File: src/sv/obr_pkg.sv
// ----------------------------------------------------------------------------
// obr_pkg
// Shared request codes, result beat type and queue sizing for the
// overwriting broadcast ring.
// ----------------------------------------------------------------------------
package obr_pkg;

    // Default ring geometry
    localparam int RING_DEPTH_DEF = 256;
    localparam int FRAME_BITS_DEF = 64;

    // Fixed field widths of the channel payload
    localparam int REQ_W   = 2;
    localparam int WORD_W  = 64;
    localparam int AVAIL_W = 9;

    // Request codes
    localparam logic [REQ_W-1:0] REQ_WRITE = 2'd0;
    localparam logic [REQ_W-1:0] REQ_READ  = 2'd1;
    localparam logic [REQ_W-1:0] REQ_AVAIL = 2'd2;

    // Status codes
    localparam logic ST_DONE  = 1'b0;
    localparam logic ST_EMPTY = 1'b1;

    // Result queue between front and back
    localparam int QDEPTH = 4;
    localparam int QAW    = $clog2(QDEPTH);
    localparam int QCW    = $clog2(QDEPTH + 1);

    typedef struct packed {
        logic               status;
        logic [WORD_W-1:0]  frame_out;
        logic [WORD_W-1:0]  next_position;
        logic [AVAIL_W-1:0] available_count;
    } t_result;

endpackage

File: src/sv/obr_queue.sv
// ----------------------------------------------------------------------------
// obr_queue
// Short result queue between the front and the back.
// ----------------------------------------------------------------------------
module obr_queue (
    input  logic                    i_clk,
    input  logic                    i_rst_n,
    input  logic                    i_push,
    input  obr_pkg::t_result        i_push_res,
    input  logic                    i_pop,
    output logic                    o_nonempty,
    output obr_pkg::t_result        o_head,
    output logic [obr_pkg::QCW-1:0] o_count
);

    obr_pkg::t_result        r_entry [obr_pkg::QDEPTH];
    logic [obr_pkg::QAW-1:0] r_wr_ptr;
    logic [obr_pkg::QAW-1:0] r_rd_ptr;
    logic [obr_pkg::QCW-1:0] r_count;
    logic [obr_pkg::QCW-1:0] n_count;

    // Track fill level
    always_comb begin
        n_count = r_count;
        if (i_push && !i_pop) begin
            n_count = r_count + obr_pkg::QCW'(1);
        end else if (!i_push && i_pop) begin
            n_count = r_count - obr_pkg::QCW'(1);
        end
    end

    // Advance pointers
    always_ff @(posedge i_clk) begin
        if (!i_rst_n) begin
            r_wr_ptr <= '0;
            r_rd_ptr <= '0;
            r_count  <= '0;
        end else begin
            r_count <= n_count;
            if (i_push) begin
                r_wr_ptr <= r_wr_ptr + obr_pkg::QAW'(1);
            end
            if (i_pop) begin
                r_rd_ptr <= r_rd_ptr + obr_pkg::QAW'(1);
            end
        end
    end

    // Store the pushed beat
    always_ff @(posedge i_clk) begin
        if (i_push) begin
            r_entry[r_wr_ptr] <= i_push_res;
        end
    end

    assign o_head     = r_entry[r_rd_ptr];
    assign o_nonempty = r_count != '0;
    assign o_count    = r_count;

endmodule

File: config.mk
export PLATFORM = sky130hd
export DESIGN_NAME = obr_queue
export DESIGN_NICKNAME = d
export VERILOG_FILES = /design/src/sv/obr_pkg.sv /design/src/sv/obr_queue.sv
export SDC_FILE = /design/constraint.sdc
export NUM_CORES = 1
export LEC_CHECK = 0
export BUFFER_PORTS_ARGS = -buffer_cell sky130_fd_sc_hd__buf_2
export CAP_MARGIN = 10
export CELL_PAD_IN_SITES_DETAIL_PLACEMENT = 1
export CELL_PAD_IN_SITES_GLOBAL_PLACEMENT = 1
export CORE_ASPECT_RATIO = 0.7
export CORE_MARGIN = 3
export CORE_UTILIZATION = 50
export CTS_CLUSTER_DIAMETER = 120
export CTS_CLUSTER_SIZE = 24
export DETAILED_ROUTE_END_ITERATION = 8
export PLACE_DENSITY = 0.84
export SLEW_MARGIN = 5
export SYNTH_ARGS = -nofsm -noshare
export SYNTH_HDL_FRONTEND = slang
export SYNTH_SLANG_ARGS = --single-unit
File: constraint.sdc
create_clock -name i_clk -period 5.5 [get_ports i_clk]
set_input_delay 0 -clock i_clk [delete_from_list [all_inputs] [get_ports i_clk]]
set_output_delay 0 -clock i_clk [all_outputs]
set_load 0.01 [all_outputs]
==> reports/metrics.csv <==
stage,metric,value,unit
power,power_frac_comb,12.0,%
sta,slew_headroom,34.74,%
clocking,cts-root-buf,clkbuf_16,
worst_setup_path,worstPathArrival,3.06,ns
layout,final_cells,1746,
power,p_sw,1.826,mW
routing,avgViaCountPerCell,5.486,
clocking,cts_resized,0,
sta,tightest_slew,0.9790,ns
grt,grt_overflow,0,
sta,hold_viol_final,0,
routing,route.detailed.drc,0,
grt,antenna_found_initial,6,
worst_hold_path,whs_path_depth,2,
power,p_leak,8.168,nW
clocking,clock_sinks,561,
synth,netlist-cell-type-count,20,
sta,setup_tns,0,ns
layout,drive_above_1_share,38.56,%
synth,synth_fp_nets,911,
die,io_pins,284,
routing,drtIter0Drc,789,
place,gp_congestion,0.7120,
synth,syn_area,20470,µm²
layout,nFillCells,3358,
grt,grt_pass1_vias,10620,
power,power_density,330.9,nW/µm²
clocking,cts_buffer_depth,3,
sta,finClkSkew,0.02926,ns
grt,grt_pass1_wl,67.00,mm
die,die-area,43440,µm²
clocking,clk-insertion-delay-late,0.58,ns
die,initial_utilization,51.08,%
worst_setup_path,crit_fanout,39,
die,fp.coreArea,40070,µm²
worst_setup_path,rr_worst_depth,4,
sta,period_share,55.63,%
power,p_seq_share,61.5,%
power,ir_worst_vdd,262.3,µV
worst_setup_path,startpoint_type,flip-flop,
clocking,tritoncts,built,
sta,setup_violations,0,
clocking,hold_buffers,142,
sta,fin_crit,3.060,ns
clocking,clk_pin_slew_worst_paths,0.09,ns
die,die_w,247.8,µm
die,fp.dieH,175.3,µm
job,drv_cap,0,
layout,final_cell_mix,"552 x edfxtp_1, 283 x buf_2, 142 x dlygate4sd3_1",
worst_setup_path,cp-end-kind,output pin,
synth,ys_warn_count,0,
place,numPortBuffers,283,
synth,synth_area_per_cell,26.83,µm²
sta,rsz0062_at_grt,no,
routing,postRouteAntennaNets,0,
grt,grt_max_degree,90,
clocking,htree_levels,1,
layout,finalNetCount,1343,
clocking,cts_setup_buffers,0,
layout,syn2layout_area_growth,19.85,%
routing,dr.pass1.iters,7,
sta,max_freq,326.8,MHz
clocking,cts_buffers,27,
die,fp-row-count,61,
grt,grt.total_usage,20.75,%
layout,layout_commonest_cell,edfxtp_1,
sta,finalMaxSlewViolations,0,
routing,wl_per_cell,25.68,µm
synth,synthCells,763,
worst_setup_path,worstReg2RegStart,r_wr_ptr[0],
power,swShare,22.49,%
worst_hold_path,hold_start,i_push_res[125],
power,clockPowerShare,26.5,%
power,p_int,6.292,mW
place,dp.cells,1559,
worst_hold_path,min_path_type,primary input to flip-flop,
run_status,outcome,"complete, no violations",
synth,synth_seq_area_share,81.86,%
routing,vias,9578,
worst_setup_path,required,5.50,ns
place,dp_hpwl,27.00,mm
routing,drt-total-wl,44.84,mm
synth,yosys_register_bits,561,
worst_setup_path,critical_path_class,flip-flop to output pin,
==> Yosys cell counts (all sizes together) <==
master	count	area share, %
nand2	1	0.018
inv	4	0.073
clkbuf	2	0.037
a21boi	1	0.037
xor2	3	0.13
dfxtp	9	0.88
nor2b	2	0.061
xnor2	2	0.086
or3	2	0.061
mux2i	2	0.098
o21ai	1	0.024
ha	5	0.31
and2	9	0.28
mux4	138	15
buf	29	1.7
edfxtp	552	81
fa	1	0.098
==> cell type report <==
cell class	instances	area [µm²]	area share (%)
diodes	5	12.51	0.05100
clock buffers	38	716.9	2.922
clock inverters	2	25.02	0.1020
inverters	4	15.01	0.06120
multi-input cells	167	3362	13.70
flip-flops and latches	561	16760	68.33
well taps	535	669.4	2.729
repair buffers	434	2968	12.10
==> routing by layer <==
layer / up-vias / GRT usage [%] / part of all wire [%]
met5: - / 0 / 0.016
met4: 2 / 4.665 / 2.5
met3: 59 / 3.739 / 5.9
met2: 298 / 35.92 / 52
met1: 5093 / 27.90 / 40
li1: 4126 / - / -
==> power by group through the flow <==
stage	sequential, mW	clock [mW]	combinational [mW]
after floorplan	5.06	0	0.558
after global placement	5.07	0	0.866
after detailed placement	5.09	0	0.902
after CTS	4.99	2.22	0.990
after global routing	5.01	2.37	1.05
final	4.99	2.15	0.974
==> registers in the layout, indices dropped and copies added, names as in the netlist, named ones only <==
signal	count
r_entry	552
o_count	3
r_rd_ptr	2
r_wr_ptr	2
==> logic make-up after synthesis <==
group,synth area share [%]
flip-flops,81.86
XOR/XNOR,0.2140
AO/OA/AOI/OAI,0.06112
multiplexers,15.28
AND/OR/NAND/NOR,0.4156
buffers and inverters,1.760
adder cells (fa/ha/maj),0.4035
==> worst paths after layout <==
check,endpoint,slack (ns)
worst max-delay path,o_head[17],2.44
worst min-delay path,r_entry[2][125],0.16
worst min register to register,o_count[2],0.61
worst max register to register,r_entry[0][99],3.09
==> worst max-delay path, cell delays in order (launching register included) <==
cell,delay [ns]
dfxtp_4,0.86
buf_4,0.73
mux4_2,0.64
buf_2,0.17
==> metrics by stage <==
step | setup WS, ns | power, mW | utilization [%] | instance area, µm² | hold WS (ns)
floorplan | 1.284 | 5.619 | - | 20470 | 0.09887
global placement | 2.976 | 5.933 | 55.79 | 22360 | 0.2100
detailed placement | 2.939 | 5.991 | 55.79 | 22360 | 0.2167
CTS | 2.281 | 8.205 | 61.19 | 24520 | 0.1126
global route | 2.142 | 8.430 | 61.22 | 24530 | 0.1441
finish | 2.440 | 8.117 | 61.22 | 24530 | 0.1634
(Power assumes the default switching activity.)
