### src/sv/obr_pkg.sv
// ----------------------------------------------------------------------------
// obr_pkg
// Shared request codes, result beat type and queue sizing for the
// overwriting broadcast ring.
// ----------------------------------------------------------------------------
package obr_pkg;

    // Default ring geometry
    localparam int RING_DEPTH_DEF = 256;
    localparam int FRAME_BITS_DEF = 64;

    // Fixed field widths of the channel payload
    localparam int REQ_W   = 2;
    localparam int WORD_W  = 64;
    localparam int AVAIL_W = 9;

    // Request codes
    localparam logic [REQ_W-1:0] REQ_WRITE = 2'd0;
    localparam logic [REQ_W-1:0] REQ_READ  = 2'd1;
    localparam logic [REQ_W-1:0] REQ_AVAIL = 2'd2;

    // Status codes
    localparam logic ST_DONE  = 1'b0;
    localparam logic ST_EMPTY = 1'b1;

    // Result queue between front and back
    localparam int QDEPTH = 4;
    localparam int QAW    = $clog2(QDEPTH);
    localparam int QCW    = $clog2(QDEPTH + 1);

    typedef struct packed {
        logic               status;
        logic [WORD_W-1:0]  frame_out;
        logic [WORD_W-1:0]  next_position;
        logic [AVAIL_W-1:0] available_count;
    } t_result;

endpackage

### src/sv/obr_back.sv
// ----------------------------------------------------------------------------
// obr_back
// Output register: pulls result beats from the queue and presents them
// on the output channel.
// ----------------------------------------------------------------------------
module obr_back (
    input  logic             i_clk,
    input  logic             i_rst_n,
    input  logic             i_nonempty,
    input  obr_pkg::t_result i_head,
    output logic             o_pop,
    output logic             o_valid,
    input  logic             i_ready,
    output obr_pkg::t_result o_res
);

    logic             r_valid;
    obr_pkg::t_result r_res;

    // Load when the register is free or being drained
    assign o_pop = i_nonempty && (!r_valid || i_ready);

    always_ff @(posedge i_clk) begin
        if (!i_rst_n) begin
            r_valid <= 1'b0;
        end else if (o_pop) begin
            r_valid <= 1'b1;
        end else if (i_ready) begin
            r_valid <= 1'b0;
        end
    end

    always_ff @(posedge i_clk) begin
        if (o_pop) begin
            r_res <= i_head;
        end
    end

    assign o_valid = r_valid;
    assign o_res   = r_res;

endmodule

### config.mk
export PLATFORM = sky130hd
export DESIGN_NAME = obr_back
export DESIGN_NICKNAME = d
export VERILOG_FILES = /design/src/sv/obr_pkg.sv /design/src/sv/obr_back.sv
export SDC_FILE = /design/constraint.sdc
export NUM_CORES = 1
export LEC_CHECK = 0
export ABC_AREA = 1
export BUFFER_PORTS_ARGS = -buffer_cell sky130_fd_sc_hd__clkbuf_2
export CORE_AREA = 5 5 107 109
export CTS_BUF_LIST = sky130_fd_sc_hd__clkbuf_16
export DETAILED_ROUTE_END_ITERATION = 8
export DIE_AREA = 0 0 112 114
export HOLD_SLACK_MARGIN = 0.08
export MAX_ROUTING_LAYER = met4
export PLACE_DENSITY_LB_ADDON = 0.05
export SYNTH_ARGS = -nofsm -noshare
export SYNTH_HDL_FRONTEND = slang
export SYNTH_SLANG_ARGS = --single-unit
### constraint.sdc
create_clock -name i_clk -period 24.8 [get_ports i_clk]
set_clock_uncertainty 0.15 [all_clocks]
set_input_delay 6.2 -clock i_clk [delete_from_list [all_inputs] [get_ports i_clk]]
set_output_delay 6.2 -clock i_clk [all_outputs]
set_load 0.02 [all_outputs]
==> impl_metrics.yaml, run 1 <==
power_and_ir_drop:
  power.internal_uw: 437
  peakVddDrop_uv: 48.7
  power.share.sequential: 0.498
  p_sw_uw: 123
  leakage_nw: 2.81
  netSwitchingFraction: 0.219
  pwr-share-clk: 0.417
  power.density_mw_per_mm2: 88.0
  comb_power_share: 0.085
floorplanning:
  die_w_um: 112
  row_count: 38
  coreArea_mm2: 0.0105
  num_io_pins: 282
  die_h_um: 114
  start_util: 0.399
  die_area_mm2: 0.0128
placed_design:
  place.gp.congestion: 0.726
  dpl.cell_count: 567
  io_buffers: 281
  dp_slack_ns: 11.07
  dp_hpwl_um: 8120
timing:
  final-hold-violation-count: 0
  timing.fmax_mhz: 73.0
  min_period_ns: 13.70
  setup_viol: 0
  finalMaxSlewViolations: 0
  tightest_slew_ns: 0.729
  post-route-period-util: 0.553
  fin_ws_ns: 11.10
  fin_tns_setup_ns: 0
  relSlewSlack: 0.514
  grt_setup_unrepaired: "false"
critical_path:
  end_kind: "primary output"
  cpPeakStageDelay_ns: 0.53
  path_cells: "clkbuf_2 -> inv_1 -> a21oi_4 -> buf_12 -> clkbuf_2"
  crit_type: "primary input to primary output"
  cp_slowest_cell: "buf_12"
  required_ns: 18.45
  crit_top_cell: "clkbuf_2"
  start_kind: "primary input"
  crit_fanout: 139
  crit_arrival_ns: 7.35
detailed_routing:
  drc: 0
  antenna_left: 0
  num_vias: 2535
  wl_per_cell_um: 17.4
  viasPerCell: 4.24
  wl_um: 10400
  first_iter_violations: 122
  drt_pass1_iterations: 4
clock_tree:
  cts_tree: "done"
  postCtsSetupBuffers: 0
  cts.path.max_buffers: 2
  worstSkewPairLatency_ns: 0.40
  cts-root-buf: "clkbuf_16"
  post_cts_resized: 0
  cts_buffers: 17
  postCtsHoldBufs: 0
  clkTransAtPathRegs_ns: 0.05
  cts_sinks: 139
  h-tree-depth: 4
outcome:
  status: "finished, final reports clean"
logic_synthesis:
  syn_avg_cell_area_um2: 28.9
  synth_cell_types: 7
  synth-seq-cells: 139
  synthCells: 145
  ys_seq_area_frac: 0.993
  yosys_warnings: 0
  synth_nets: 287
  syn_area_mm2: 0.00420
global_routing:
  grt_pass1_vias: 2782
  grt_max_degree: 140
  grt_pass1_wl_um: 14800
  antenna_found_initial: 0
  grt_util_all_layers: 0.166
  gr-total-overflow: 0
min_path:
  worstHoldPathType: "flip-flop to flip-flop"
job:
  drv_cap: 0
finish:
  drive_gt1_frac: 0.690
  area_growth_pct: 51.7
  fin_nets: 588
  diodes: 0
  most-common-layout-cells: "281 x clkbuf_2, 138 x edfxtp_1, 17 x clkbuf_16, 6 x clkinv_2, 4 x clkinvlp_4"
  finalNonFillerCells: 598
  final_common_cell: "clkbuf_2"
  nFillCells: 850
## flip-flops by register name (all words and copies together) (netlist names)
name / count
o_res: 138
o_valid: 1
## per-layer routing
layer	wire (µm)	global-route usage	vias up
met2	5450	0.279	166
li1	-	-	1188
met1	3550	0.166	1161
met5	0	-	-
met3	1140	0.0695	20
met4	270	0.0865	0
## power by group through the flow
stage | Sequential [mW] | Clock (mW) | Combinational (mW)
3_3_place_gp | 0.283 | 0 | 0.0481
5_1_grt | 0.280 | 0.251 | 0.0508
6_report | 0.279 | 0.233 | 0.0477
4_1_cts | 0.279 | 0.239 | 0.0487
2_1_floorplan | 0.305 | 0 | 0.00449
3_5_place_dp | 0.284 | 0 | 0.0486
## cells by family after synthesis
| family | after synthesis | synth area share |
|---|---|---|
| compound gates | 2 | 0.00328 |
| buf+inv | 3 | 0.00268 |
| flops | 139 | 0.993 |
| simple gates | 1 | 0.00149 |
## layout make-up
class | instances | area [µm²] | share of cell area
Clock inverter | 14 | 133 | 0.0208
Tap cell | 140 | 175 | 0.0275
Sequential cell | 139 | 4160 | 0.654
Timing Repair Buffer | 282 | 1430 | 0.224
Multi-Input combinational cell | 3 | 31.3 | 0.00491
Inverter | 3 | 11.3 | 0.00177
Clock buffer | 17 | 425 | 0.0668
## synth_stat cells, drive strengths merged
| library cell | n | area, µm² |
|---|---|---|
| inv | 3 | 11.3 |
| a21oi | 2 | 13.8 |
| edfxtp | 138 | 4140 |
| dfxtp | 1 | 20.0 |
| nand2 | 1 | 6.26 |
## worst max-delay path, delay by kind of cell
family | cells | cell delay [ns]
buf+inv | 4 | 0.96
compound gates | 1 | 0.14
## path summary, 6_finish.rpt
path,from,endpoint,slack (ns),cells past startpoint
max reg2reg,o_valid,o_res[115],23.10,2
min,o_valid,o_valid,0.37,2
min reg2reg,o_valid,o_valid,0.37,2
max,i_nonempty,o_pop,11.10,5
## through the flow
step / total power [mW] / cell area (µm²) / hold WS, ns / utilization
final: 0.560 / 6370 / 0.372 / 0.606
after global routing: 0.582 / 6370 / 0.398 / 0.606
after CTS: 0.567 / 6370 / 0.371 / 0.606
after detailed placement: 0.332 / 5810 / 0.358 / 0.553
after global placement: 0.331 / 5810 / 0.350 / 0.553
after floorplan: 0.309 / 4200 / 0.400 / -
No activity file was read; power rests on OpenSTA's default activity.
==> inputs of run 2 (changes only) <==
--- a/config.mk
+++ b/config.mk
@@ -7,10 +7,10 @@
 export LEC_CHECK = 0
 export ABC_AREA = 1
 export BUFFER_PORTS_ARGS = -buffer_cell sky130_fd_sc_hd__clkbuf_2
-export CORE_AREA = 5 5 107 109
+export CORE_MARGIN = 5
+export CORE_UTILIZATION = 41
 export CTS_BUF_LIST = sky130_fd_sc_hd__clkbuf_16
 export DETAILED_ROUTE_END_ITERATION = 8
-export DIE_AREA = 0 0 112 114
 export HOLD_SLACK_MARGIN = 0.08
 export MAX_ROUTING_LAYER = met4
 export PLACE_DENSITY_LB_ADDON = 0.05
==> constraint.sdc (replaced) <==
create_clock -name i_clk -period 13.3 [get_ports i_clk]
set_clock_uncertainty 0.15 [all_clocks]
set_input_delay 3.325 -clock i_clk [delete_from_list [all_inputs] [get_ports i_clk]]
set_output_delay 3.325 -clock i_clk [all_outputs]
set_load 0.02 [all_outputs]
==> run 2 against run 1 <==
Net effect:
- clock-buffer cell count did not move
- non-clock buffer count rose by 1
- register-to-register slack got worse by 12 ns
- die area fell by 3.2%
- global-route usage rose by 1.0 points
- sequential share of layout area rose by 0.26 points
- final cell count fell by 0.33%
- final area fell by 0.39%
- critical path type unchanged
- largest power group unchanged
- highest routed layer unchanged
==> impl_metrics.yaml, run 2 (synthesis results as in run 1) <==
outcome:
  status: "finished, final reports clean"
job:
  drv_cap: 0
placed_design:
  dpl.cell_count: 564
  placed_cell_area_mm2: 0.00580
  dp_slack_ns: 5.28
  dp_hpwl_um: 7990
  place.gp.congestion: 0.772
  io_buffers: 281
critical_path:
  path_cells: "clkbuf_2 -> inv_1 -> a21oi_4 -> buf_4 -> clkbuf_2"
  startpoint: "i_nonempty"
  crit_fanout: 64
  crit_arrival_ns: 4.50
  required_ns: 9.82
  cp_slowest_cell: "buf_4"
  crit_type: "primary input to primary output"
  end_kind: "primary output"
  crit_top_cell: "clkbuf_2"
  cpPeakStageDelay_ns: 0.62
  reg2reg_from: "o_valid"
  start_kind: "primary input"
global_routing:
  grt_util_all_layers: 0.177
  grt_pass1_wl_um: 15400
  grt_max_degree: 77
  grt_pass1_vias: 2750
  antenna_found_initial: 0
  gr-total-overflow: 0
clock_tree:
  cts.path.max_buffers: 2
  cts-root-buf: "clkbuf_16"
  postCtsSetupBuffers: 0
  cts_tree: "done"
  post_cts_resized: 0
  worstSkewPairLatency_ns: 0.40
  h-tree-depth: 4
  cts_buffers: 17
  clkTransAtPathRegs_ns: 0.06
  postCtsHoldBufs: 0
  cts_sinks: 139
floorplanning:
  die_area_mm2: 0.0124
  die_h_um: 111
  row_count: 37
  die_w_um: 111
  num_io_pins: 282
  start_util: 0.414
  coreArea_mm2: 0.0101
power_and_ir_drop:
  netSwitchingFraction: 0.215
  power.density_mw_per_mm2: 163
  p_sw_uw: 223
  peakVddDrop_uv: 79.7
  power.total_mw: 1.03
  power.internal_uw: 812
  power.share.sequential: 0.502
  leakage_nw: 2.82
  comb_power_share: 0.086
  pwr-share-clk: 0.412
finish:
  multi_input_area_um2: 31.3
  final_common_cell: "clkbuf_2"
  diodes: 0
  nFillCells: 770
  ff_latch_area_mm2: 0.00416
  utilization: 0.625
  area_growth_pct: 51.1
  largest_reg_flops: 138
  fin_nets: 589
  most-common-layout-cells: "281 x clkbuf_2, 138 x edfxtp_1, 17 x clkbuf_16, 6 x inv_1"
  stdcell_area_mm2: 0.00634
  finalNonFillerCells: 596
  drive_gt1_frac: 0.676
timing:
  timing.fmax_mhz: 125
  min_period_ns: 7.97
  tightest_slew_ns: 0.955
  final-hold-violation-count: 0
  grt_setup_unrepaired: "false"
  post-route-period-util: 0.600
  finalMaxSlewViolations: 0
  fin_ws_ns: 5.33
  relSlewSlack: 0.364
  setup_viol: 0
  fin_tns_setup_ns: 0
  hold_slack_ns: 0.374
detailed_routing:
  drt_pass1_iterations: 4
  antenna_left: 0
  wl_per_cell_um: 17.3
  wl_um: 10300
  drc: 0
  num_vias: 2566
  first_iter_violations: 74
  viasPerCell: 4.31
min_path:
  hp-start: "o_valid"
  worstHoldPathType: "flip-flop to flip-flop"
-- run 2: worst paths after layout --
check             slack (ns)  cells past startpoint         to
hold reg to reg         0.37                      2    o_valid
setup / recovery        5.33                      5      o_pop
hold / removal          0.37                      2    o_valid
setup reg to reg       10.69                      3  o_res[69]
-- run 2: power groups by stage --
| stage | combinational [mW] | clock [mW] | sequential [mW] |
|---|---|---|---|
| global placement | 0.0899 | 0 | 0.528 |
| finish | 0.0890 | 0.426 | 0.520 |
| floorplan | 0.00849 | 0 | 0.565 |
| detailed placement | 0.0905 | 0 | 0.529 |
| global route | 0.0951 | 0.461 | 0.522 |
| CTS | 0.0906 | 0.438 | 0.520 |
-- run 2: final cells by class --
| type | instances | area share |
|---|---|---|
| clock buffers | 17 | 0.0671 |
| clock inverters | 15 | 0.0185 |
| inverters | 3 | 0.00178 |
| multi-input cells | 3 | 0.00493 |
| flip-flops and latches | 139 | 0.657 |
| well taps | 136 | 0.0268 |
| repair buffers | 283 | 0.224 |
-- run 2: per-layer routing --
metal,vias up,part of all wire,GRT usage
met5,-,0,-
met2,170,0.53,0.296
met3,18,0.11,0.0862
li1,1192,-,-
met4,0,0.026,0.0900
met1,1186,0.33,0.168
-- run 2: worst max-delay path: cells and delay by family --
kind / cells / cell delay (ns)
AOI/OAI and AO/OA: 1 / 0.10
buffers and inverters: 4 / 1.06
